[config.mk]
export PLATFORM = sky130hd
export DESIGN_NAME = integer_to_ascii_radix
export DESIGN_NICKNAME = d
export VERILOG_FILES = /design/src/i2a_pkg.sv /design/src/integer_to_ascii_radix.sv
export VERILOG_INCLUDE_DIRS = /design/src /design/src/src
export SDC_FILE = /design/constraint.sdc
export NUM_CORES = 1
export LEC_CHECK = 0
export BUFFER_PORTS_ARGS = -buffer_cell sky130_fd_sc_hd__buf_2
export CORE_ASPECT_RATIO = 0.9
export CORE_MARGIN = 2
export CORE_UTILIZATION = 65
export CTS_CLUSTER_SIZE = 30
export DETAILED_ROUTE_END_ITERATION = 8
export PLACE_DENSITY = 0.84
export SLEW_MARGIN = 15
export SYNTH_ARGS = -nofsm -noshare
export SYNTH_HDL_FRONTEND = slang
export SYNTH_SLANG_ARGS = --single-unit
[constraint.sdc]
create_clock -name aclk -period 17 [get_ports aclk]
set_clock_uncertainty 0.15 [all_clocks]
set_input_delay 0.85 -clock aclk [delete_from_list [all_inputs] [get_ports aclk]]
set_output_delay 0.85 -clock aclk [all_outputs]
set_load 0.005 [all_outputs]
[src/integer_to_ascii_radix_macros.svh]
// Assertion macros for the integer to ASCII converter.
// Each macro checks a property on the rising clock edge, held off during reset.
`ifndef INTEGER_TO_ASCII_RADIX_MACROS_SVH
`define INTEGER_TO_ASCII_RADIX_MACROS_SVH

`ifndef SYNTH

// Same-cycle implication.
`define I2A_ASSERT_IMPL(label, clk, rst_n, lhs, rhs) \
    label: assert property (@(posedge clk) disable iff (!rst_n) (lhs) |-> (rhs)) \
        else $error("same-cycle check failed");

// Next-cycle implication.
`define I2A_ASSERT_NEXT(label, clk, rst_n, lhs, rhs) \
    label: assert property (@(posedge clk) disable iff (!rst_n) (lhs) |=> (rhs)) \
        else $error("next-cycle check failed");

`else

`define I2A_ASSERT_IMPL(label, clk, rst_n, lhs, rhs)
`define I2A_ASSERT_NEXT(label, clk, rst_n, lhs, rhs)

`endif

`endif

[src/i2a_pkg.sv]
package i2a_pkg;

    // Sequencer states.
    typedef enum logic [1:0] {
        ST_IDLE,
        ST_DIV,
        ST_EMIT
    } state_t;

    // Character codes.
    localparam logic [7:0] CHAR_ZERO  = 8'h30;
    localparam logic [7:0] CHAR_MINUS = 8'h2D;
    localparam logic [7:0] CHAR_A     = 8'h41;

    // Accepted radix range.
    localparam logic [4:0] RADIX_MIN = 5'd2;
    localparam logic [4:0] RADIX_MAX = 5'd16;

    // Quotient bits resolved per divider cycle.
    localparam int DIV_STEP = 8;

    // Map a digit value to its uppercase glyph.
    function automatic logic [7:0] digit_glyph(input logic [3:0] d);
        logic [7:0] d8;
        d8 = {4'b0000, d};
        if (d < 4'd10) begin
            return CHAR_ZERO + d8;
        end else begin
            return CHAR_A + d8 - 8'd10;
        end
    endfunction

endpackage

[src/integer_to_ascii_radix.sv]
// Sequencing: an accepted item is registered, then each digit is resolved in turn by the shared
// 8-bit-per-cycle restoring divider, then the characters enter the output register at one per
// cycle while that register is free or being read. A new item is accepted only while the sequencer
// is idle, after the last character of the previous one. A zero value, or an invalid radix in
// unsigned mode, goes straight to a single zero digit; signed with invalid radix gives no output.
// Reset (aresetn low, synchronous) returns the sequencer to idle and empties the output register.
`include "integer_to_ascii_radix_macros.svh"

module integer_to_ascii_radix #(
    parameter int VALUE_WIDTH    = 32,
    parameter int DIGIT_CAPACITY = 32
) (
    input  logic        aclk,
    input  logic        aresetn,
    input  logic        s_valid,
    output logic        s_ready,
    input  logic        s_req_type,
    input  logic [31:0] s_value,
    input  logic [4:0]  s_radix,
    output logic        m_valid,
    input  logic        m_ready,
    output logic [7:0]  m_ascii_char,
    output logic        m_last_char
);

    localparam int CHUNKS  = (VALUE_WIDTH + i2a_pkg::DIV_STEP - 1) / i2a_pkg::DIV_STEP;
    localparam int PAD_W   = CHUNKS * i2a_pkg::DIV_STEP;
    localparam int CHUNK_W = (CHUNKS > 1) ? $clog2(CHUNKS) : 1;
    localparam int CNT_W   = $clog2(DIGIT_CAPACITY + 1);

    i2a_pkg::state_t state_reg, state_next;
    logic [PAD_W-1:0]   work_reg, work_next;
    logic [3:0]         rem_reg, rem_next;
    logic [CHUNK_W-1:0] chunk_reg, chunk_next;
    logic [CNT_W-1:0]   count_reg, count_next;
    logic               neg_reg, neg_next;
    logic [4:0]         radix_reg, radix_next;
    logic               m_valid_reg, m_valid_next;
    logic [7:0]         m_char_reg, m_char_next;
    logic               m_last_reg, m_last_next;

    logic [3:0] stk_reg [DIGIT_CAPACITY];
    logic       push, pop;
    logic [3:0] push_digit;

    logic [PAD_W-1:0]       div_work;
    logic [3:0]             div_rem;
    logic [VALUE_WIDTH-1:0] v_in, mag_in;
    logic                   radix_ok, neg_in, s_fire, out_free;

    assign s_ready      = (state_reg == i2a_pkg::ST_IDLE);
    assign m_valid      = m_valid_reg;
    assign m_ascii_char = m_char_reg;
    assign m_last_char  = m_last_reg;

    assign s_fire   = s_valid && s_ready;
    assign out_free = !m_valid_reg || m_ready;

    // Input decode: width fit, sign and magnitude, radix check.
    assign v_in     = VALUE_WIDTH'(s_value);
    assign neg_in   = s_req_type && v_in[VALUE_WIDTH-1];
    assign mag_in   = neg_in ? ({VALUE_WIDTH{1'b0}} - v_in) : v_in;
    assign radix_ok = (s_radix >= i2a_pkg::RADIX_MIN) && (s_radix <= i2a_pkg::RADIX_MAX);

    // Shared divider: eight restoring steps on a narrow remainder per cycle.
    always_comb begin
        logic [PAD_W-1:0] w;
        logic [3:0]       r;
        logic [4:0]       t;
        w = work_reg;
        r = rem_reg;
        for (int i = 0; i < i2a_pkg::DIV_STEP; i++) begin
            t = {r, w[PAD_W-1]};
            w = {w[PAD_W-2:0], 1'b0};
            if (t >= radix_reg) begin
                t    = t - radix_reg;
                w[0] = 1'b1;
            end
            r = t[3:0];
        end
        div_work = w;
        div_rem  = r;
    end

    // Sequencer: next state, divider control, digit stack and output register.
    always_comb begin
        state_next   = state_reg;
        work_next    = work_reg;
        rem_next     = rem_reg;
        chunk_next   = chunk_reg;
        count_next   = count_reg;
        neg_next     = neg_reg;
        radix_next   = radix_reg;
        m_valid_next = m_valid_reg;
        m_char_next  = m_char_reg;
        m_last_next  = m_last_reg;
        push         = 1'b0;
        pop          = 1'b0;
        push_digit   = 4'd0;

        if (m_valid_reg && m_ready) begin
            m_valid_next = 1'b0;
        end

        case (state_reg)
            i2a_pkg::ST_IDLE: begin
                if (s_fire && !(s_req_type && !radix_ok)) begin
                    neg_next   = neg_in;
                    radix_next = s_radix;
                    work_next  = PAD_W'(mag_in);
                    rem_next   = 4'd0;
                    chunk_next = '0;
                    if (mag_in == '0 || !radix_ok) begin
                        // Single zero digit.
                        push       = 1'b1;
                        count_next = CNT_W'(1);
                        state_next = i2a_pkg::ST_EMIT;
                    end else begin
                        count_next = '0;
                        state_next = i2a_pkg::ST_DIV;
                    end
                end
            end
            i2a_pkg::ST_DIV: begin
                work_next = div_work;
                rem_next  = div_rem;
                if (chunk_reg == CHUNK_W'(CHUNKS - 1)) begin
                    // One digit finished; the remainder goes on the stack.
                    push       = 1'b1;
                    push_digit = div_rem;
                    count_next = count_reg + 1'b1;
                    chunk_next = '0;
                    rem_next   = 4'd0;
                    if (div_work == '0 || count_reg == CNT_W'(DIGIT_CAPACITY - 1)) begin
                        state_next = i2a_pkg::ST_EMIT;
                    end
                end else begin
                    chunk_next = chunk_reg + 1'b1;
                end
            end
            i2a_pkg::ST_EMIT: begin
                if (out_free) begin
                    m_valid_next = 1'b1;
                    if (neg_reg) begin
                        m_char_next = i2a_pkg::CHAR_MINUS;
                        m_last_next = 1'b0;
                        neg_next    = 1'b0;
                    end else begin
                        pop         = 1'b1;
                        m_char_next = i2a_pkg::digit_glyph(stk_reg[0]);
                        m_last_next = (count_reg == CNT_W'(1));
                        count_next  = count_reg - 1'b1;
                        if (count_reg == CNT_W'(1)) begin
                            state_next = i2a_pkg::ST_IDLE;
                        end
                    end
                end
            end
            default: begin
                state_next = i2a_pkg::ST_IDLE;
            end
        endcase
    end

    // Control registers.
    always_ff @(posedge aclk) begin
        if (!aresetn) begin
            state_reg   <= i2a_pkg::ST_IDLE;
            m_valid_reg <= 1'b0;
            count_reg   <= '0;
            chunk_reg   <= '0;
            neg_reg     <= 1'b0;
        end else begin
            state_reg   <= state_next;
            m_valid_reg <= m_valid_next;
            count_reg   <= count_next;
            chunk_reg   <= chunk_next;
            neg_reg     <= neg_next;
        end
    end

    // Payload registers.
    always_ff @(posedge aclk) begin
        work_reg   <= work_next;
        rem_reg    <= rem_next;
        radix_reg  <= radix_next;
        m_char_reg <= m_char_next;
        m_last_reg <= m_last_next;
    end

    // Digit stack: push enters at the bottom, pop reads the bottom.
    always_ff @(posedge aclk) begin
        if (push) begin
            stk_reg[0] <= push_digit;
            for (int i = 1; i < DIGIT_CAPACITY; i++) begin
                stk_reg[i] <= stk_reg[i-1];
            end
        end else if (pop) begin
            for (int i = 0; i < DIGIT_CAPACITY - 1; i++) begin
                stk_reg[i] <= stk_reg[i+1];
            end
            stk_reg[DIGIT_CAPACITY-1] <= 4'd0;
        end
    end

    // Checks.
    `I2A_ASSERT_IMPL(a_count_bound, aclk, aresetn, 1'b1, count_reg <= CNT_W'(DIGIT_CAPACITY))
    `I2A_ASSERT_IMPL(a_emit_has_digit, aclk, aresetn, state_reg == i2a_pkg::ST_EMIT, count_reg != '0)
    `I2A_ASSERT_IMPL(a_sign_not_last, aclk, aresetn, m_valid && m_last_char, m_ascii_char != i2a_pkg::CHAR_MINUS)
    `I2A_ASSERT_NEXT(a_signed_bad_radix, aclk, aresetn, s_fire && s_req_type && !radix_ok, state_reg == i2a_pkg::ST_IDLE)

endmodule

Yosys cells after proc, flatten, opt, wreduce, memory -nomap -nowiden
Memories as Yosys holds them, arrays and structs flattened.
Cells that the tools add are included.

cells by class
  $lt $le $gt $ge = 11
  multiplexer cells = 92
  eq/ne operators = 11
  add/sub/neg operators = 15
  reductions and logical operators = 24
  bitwise logic cells = 32

operator list
  kind                     number
  $mux W4                  44
  $logic_not A32 Y1        2
  $mux W32                 2
  $pmux W32 S2             1
  $ge A5 B5 Y1             8
  $or A1 B1 Y1             32
  $sub A1 B32 Y32 const A  1
  $sub A4 B4 Y4            8
  $mux W1                  25
  $mux W6                  4
  $mux W2                  9
  $pmux W6 S3              1
  $ne A2 B2 Y1 const B     5
  $add A7 B4 Y8 const A    1
  $mux W8                  1
  $pmux W4 S2              1
  $sub A8 B4 Y8 const B    1
  $add A6 B4 Y7 const A    1
  $add A6 B1 Y6 const B    1
  $eq A6 B1 Y1 const B     1
  $eq A6 B5 Y1 const B     1
  $logic_and A1 B1 Y1      6
  $pmux W2 S3              1
  $reduce_and A2 Y1        3
  18 further kinds         25

word-level totals
  word-level logic and storage cells = 196
  input port bits = 42
  bits in writable memories = 128
  bits in registers = 62
  memories = 1
  output and inout port bits = 11

memories
  name     words  bits a word  rd ports  clocked after memory_dff  wr ports  line                          source
  stk_reg  32     4            32        0                         32        integer_to_ascii_radix.sv:42  logic [3:0] stk_reg [DIGIT_CAPACITY];

Longest topological paths before layout
  depth in word-level cells = 21
  depth in mapped cells = 53

Least setup slack after synthesis
OpenSTA, ideal clock, no wires.

  path type = register to register
  from = register radix_reg[1]
  to = memory stk_reg[0][3], data pin
  setup time = 0.257 ns
  cell stages (with the launch flop) = 47
  data required time = 16.593 ns
  path slack = 5.564 ns
  path buffers = 0
  data arrival time = 11.029 ns
  path through = edfxtp_1 -> inv_1 -> ha_1 -> nor2b_1 -> o21ai_0 -> nand3b_1 -> nand2_1 -> mux2_2 -> inv_1 -> ha_1 -> a21o_1 -> a21o_1 -> a211oi_1 -> nor3_1 -> nor2_1 -> inv_1 -> ha_1 -> a21o_1 -> [... 11 more ...] -> a21oi_1 -> mux2_2 -> ha_1 -> or2_2 -> a21oi_1 -> a31oi_1 -> a21oi_1 -> ha_1 -> nor2b_1 -> o21ai_0 -> a31oi_1 -> mux2_2 -> ha_1 -> a21oi_1 -> o21ai_1 -> o21ai_0 -> a21o_1 -> a32o_1

RTL lines
  what                    line                           source
  start, declared         integer_to_ascii_radix.sv:37   logic [4:0] radix_reg, radix_next;
  start signal, assigned  integer_to_ascii_radix.sv:186  radix_reg <= radix_next;
  end, declared           integer_to_ascii_radix.sv:42

Final worst setup path
  from = register radix_reg[1]
  to = register state_reg[0]

between the ends
  cells in the longest elaborated chain, start to end = 20
  elaborated cells between the ends (all ways) = 34

ends and longest elaborated chain
  what                                                  line                                                        source
  $sub A4 B4 Y4 / $ge A5 B5 Y1 (equally long branches)  integer_to_ascii_radix.sv:76, integer_to_ascii_radix.sv:75
  $mux W4                                               integer_to_ascii_radix.sv:75                                if (t >= radix_reg) begin
  $sub A4 B4 Y4 / $ge A5 B5 Y1 (equally long branches)  integer_to_ascii_radix.sv:76, integer_to_ascii_radix.sv:75
  $mux W4                                               integer_to_ascii_radix.sv:75
  $sub A4 B4 Y4 / $ge A5 B5 Y1 (equally long branches)  integer_to_ascii_radix.sv:76, integer_to_ascii_radix.sv:75
  $mux W4                                               integer_to_ascii_radix.sv:75
  $ge A5 B5 Y1 / $sub A4 B4 Y4 (equally long branches)  integer_to_ascii_radix.sv:75, integer_to_ascii_radix.sv:76
  $mux W4                                               integer_to_ascii_radix.sv:75
  [... 4 more ...]                                      -
  $sub A4 B4 Y4 / $ge A5 B5 Y1 (equally long branches)  integer_to_ascii_radix.sv:76, integer_to_ascii_radix.sv:75
  $mux W4                                               integer_to_ascii_radix.sv:75
  $ge A5 B5 Y1                                          integer_to_ascii_radix.sv:75
  $mux W1                                               integer_to_ascii_radix.sv:75
  $logic_not A32 Y1 *                                   integer_to_ascii_radix.sv:134                               if (div_work == '0 || count_reg == CNT_W'(DIGIT_CAPACITY - 1)) begin
  $logic_or A1 B1 Y1 *                                  integer_to_ascii_radix.sv:134
  $ne A2 B2 Y1 (no source line) *                       -
  $reduce_and A6 Y1 (no source line) *                  -
  end signal, assigned                                  integer_to_ascii_radix.sv:168                               state_reg <= i2a_pkg::ST_IDLE;
  end signal, assigned                                  integer_to_ascii_radix.sv:174                               state_reg <= state_next;
  end, declared                                         integer_to_ascii_radix.sv:31                                i2a_pkg::state_t state_reg, state_next;

Mark *: on every way between the ends. The rest lies on a longest branch, timed or not.
A chain may end at the register's enable or synchronous reset.

==> results.txt <==
The cell row count is 46. Clock tree synthesis selected as its root buffer the cell clkbuf_16. The xor and xnor fraction of the mapped netlist area came out at 0.03536. The I/O pin total is 53. The count of buffers from port buffering came out at 51. The flow ran to the end, and the final reports show no timing, DRC or antenna violations. The number of H-tree levels is 4. The count of inserted antenna diode cells came out at 0. The share of flip-flops with an asynchronous set or reset is 0. Of the cells placed in the final design, the portion with a size suffix greater than 1 is 0.2402. Counting flops and latches in the post-synthesis netlist gives 189. The via density per instance came out at 6.343. The average wire per standard cell is 19.98 um. The final period utilization came out at 0.7978.

The critical path capture point type is a flip-flop. The number of warnings printed during yosys synthesis is 0. The number of antenna violations at the first check in global routing is 0. The initial detailed-routing violation count came out at 853. After synthesis, the share of cell area in mux cells is 0.1618. The largest family of logic cells by synthesized area is multiplexers. The net count of the finished layout is 1,103. For the worst setup path, the data arrival time is 13.78 ns. The remaining number of nets flagged by the antenna check after routing is 0. The half-perimeter wire length of the detailed placement result is 17,000 um. The slew at the pin with the worst max-slew slack came out at 1.107 ns.

The clock tree from TritonCTS is done. The cell seen most often among critical-path stages is ha_1. Setup repair after global routing left no endpoint under its margin.

The distinct cell type count of the synthesized netlist came out at 74. The TritonCTS buffer count is 17. The simple-gate share of the synthesized area came out at 0.1146. For the worst-skew pair, the clock arrives at the later sink with an insertion delay of 0.44 ns.

The total of cells resized after clock tree synthesis came out at 0. The routability-driven placement congestion ratio came out at 0.9485. The count of final hold-check violations came out at 0. The die boundary width is 145.1 um. The share of the synthesized area in compound gates (AO/OA/AOI/OAI) is 0.1045. Of all nets on the critical path, the largest fanout is 11. The final setup violation count is 0. The maximum number of pins on one net before global-route repair is 74. The post-CTS clock slew at the launch and capture registers of the worst setup and hold paths is 0.08 ns. In the layout the commonest cells are 177 x edfxtp_1, 74 x mux2_2, 67 x nand2_1.

The number of filler cells placed in the layout is 1,236. The critical path is of the flip-flop to flip-flop type. The core footprint came out at 17,610 um2. The min-delay analysis places its worst path in the category flip-flop to flip-flop. The global-route usage over all layers came out at 0.2654.

Grouping stages by cell kind, the critical path spends the most delay in compound AO/OA/AOI/OAI gates. The signed area change from the synthesized netlist to the final layout came out at 7.705%. The via count of the first global-routing pass came out at 7,511. The post-synthesis cell area is 11,640 um2.

The first-pass iteration count of the detailed router came out at 6. The number of sinks driven by the clock tree is 189. The number of enable-type register cells in the synthesized netlist came out at 177. The register with the most flip-flops in the layout has 128 of them. The relative slew slack is 0.2618. The first global-routing pass estimated 39,540 um of wire.

The total number of vias is 7,967. The die area came out at 19,000 um2. The average footprint of a synthesized cell is 11.90 um2. The count of pins over their slew limit is 0.

The largest individual stage delay along the critical path comes from the cell a31oi_1. The time the worst path needs with I/O delays and setup is 13.56 ns. The predominant post-synthesis flop cell is edfxtp_1.

Summed over all layers, the global routing overflow is 0. The total negative slack is 0 ns. The number of buffer and inverter stages on the critical path came out at 4. The delay of the slowest critical-path stage is 0.74 ns. The maximum root-to-sink buffer count came out at 2. The post-synth net total came out at 1,078. The die is 131.0 um tall. The starting density of the core came out at 0.6611. The number of setup buffers added after CTS came out at 0. Leaving out fill and tap cells, the most frequent cell in the layout is edfxtp_1. The tool flagged a number of max-cap violations equal to 0. The launching element type of the critical path is a flip-flop.

Of the total synthesized cell area, the portion taken by full adders, half adders and majority gates is 0.06749. Of the synthesized area, sequential elements account for 0.4772. The maximum clock rate came out at 0.07373 GHz.

After technology mapping, the gate count stands at 978. The worst endpoint required time is 17.22 ns. The hold buffer count at cts is 0. The DRC violations left is 0. The total routed wirelength came out at 25,090 um.
[layer usage]
layer  track usage  vias to the layer above  part of all wire
met5             0                        -                 0
met4       0.07901                        0             0.021
met3       0.05486                       52             0.082
met2        0.4246                      384              0.46
met1        0.3725                     3807              0.44
li1              -                     3724                 -
[per-stage QoR]
stage	util	worst slack (ns)	cells	hold slack, ns	cell area (um2)
after floorplan	-	5.564	978	0.3241	11640
after global placement	0.6792	4.460	1224	0.3469	11960
after detailed placement	0.6792	3.841	1224	0.3617	11960
after CTS	0.7120	3.600	1256	0.3810	12540
after global routing	0.7120	2.341	1256	0.3928	12540
final	0.7120	3.437	1256	0.3764	12540
[cells by family after synthesis]
group / after synthesis
other: 1
AND/OR/NAND/NOR: 257
multiplexers: 146
XOR/XNOR: 47
flip-flops: 189
buffers and inverters: 95
adder cells (fa/ha/maj): 58
AO/OA/AOI/OAI: 185
[worst reg2reg max path: cells and delay by family, from the launching register on]
family | cells | cell delay [ns]
AOI/OAI and AO/OA | 23 | 6.47
adders and majority gates | 8 | 2.44
and+or+nand+nor | 9 | 1.67
muxes | 4 | 1.53
buffers and inverters | 4 | 0.66
DFF | 1 | 0.56
[cell usage after synthesis, drive strengths merged, types with 8 or more instances]
master,number,area share
nand4,10,0.0054
o21ai,55,0.024
fa,8,0.014
or3,10,0.0054
xnor2,32,0.024
inv,45,0.015
buf,21,0.015
dfxtp,12,0.021
edfxtp,177,0.46
nor2b,8,0.0043
clkbuf,29,0.0093
xor2,15,0.011
nor2,51,0.016
mux2,140,0.16
a21oi,43,0.018
ha,50,0.054
nand3,18,0.0077
a21boi,9,0.0058
a21o,14,0.0090
nand2,67,0.022
a31oi,8,0.0043
nor3,26,0.012
nor4,21,0.014
nand2b,13,0.0070
[path summary, 6_finish.rpt]
kind / from / endpoint / slack [ns] / cells past startpoint
min reg2reg: m_valid$_SDFF_PN0_ / m_valid$_SDFF_PN0_ / 0.38 / 2
max: radix_reg[1]$_DFFE_PP_ / state_reg[0]$_SDFFE_PN0P_ / 3.44 / 48
max reg2reg: radix_reg[1]$_DFFE_PP_ / state_reg[0]$_SDFFE_PN0P_ / 3.44 / 48
min: m_valid$_SDFF_PN0_ / m_valid$_SDFF_PN0_ / 0.38 / 2
[area by class of cell]
cell class / instances / area (um2) / area share
repair buffers: 56 / 292.8 / 0.02335
inverters: 45 / 168.9 / 0.01347
flip-flops and latches: 189 / 5555 / 0.4430
clock inverters: 14 / 147.6 / 0.01177
clock buffers: 18 / 429.2 / 0.03422
well taps: 240 / 300.3 / 0.02395
multi-input cells: 694 / 5645 / 0.4502
Power is left out: the tool's default activity adds up to more than one toggle a clock period on the data nets, which glitch-free logic cannot reach.
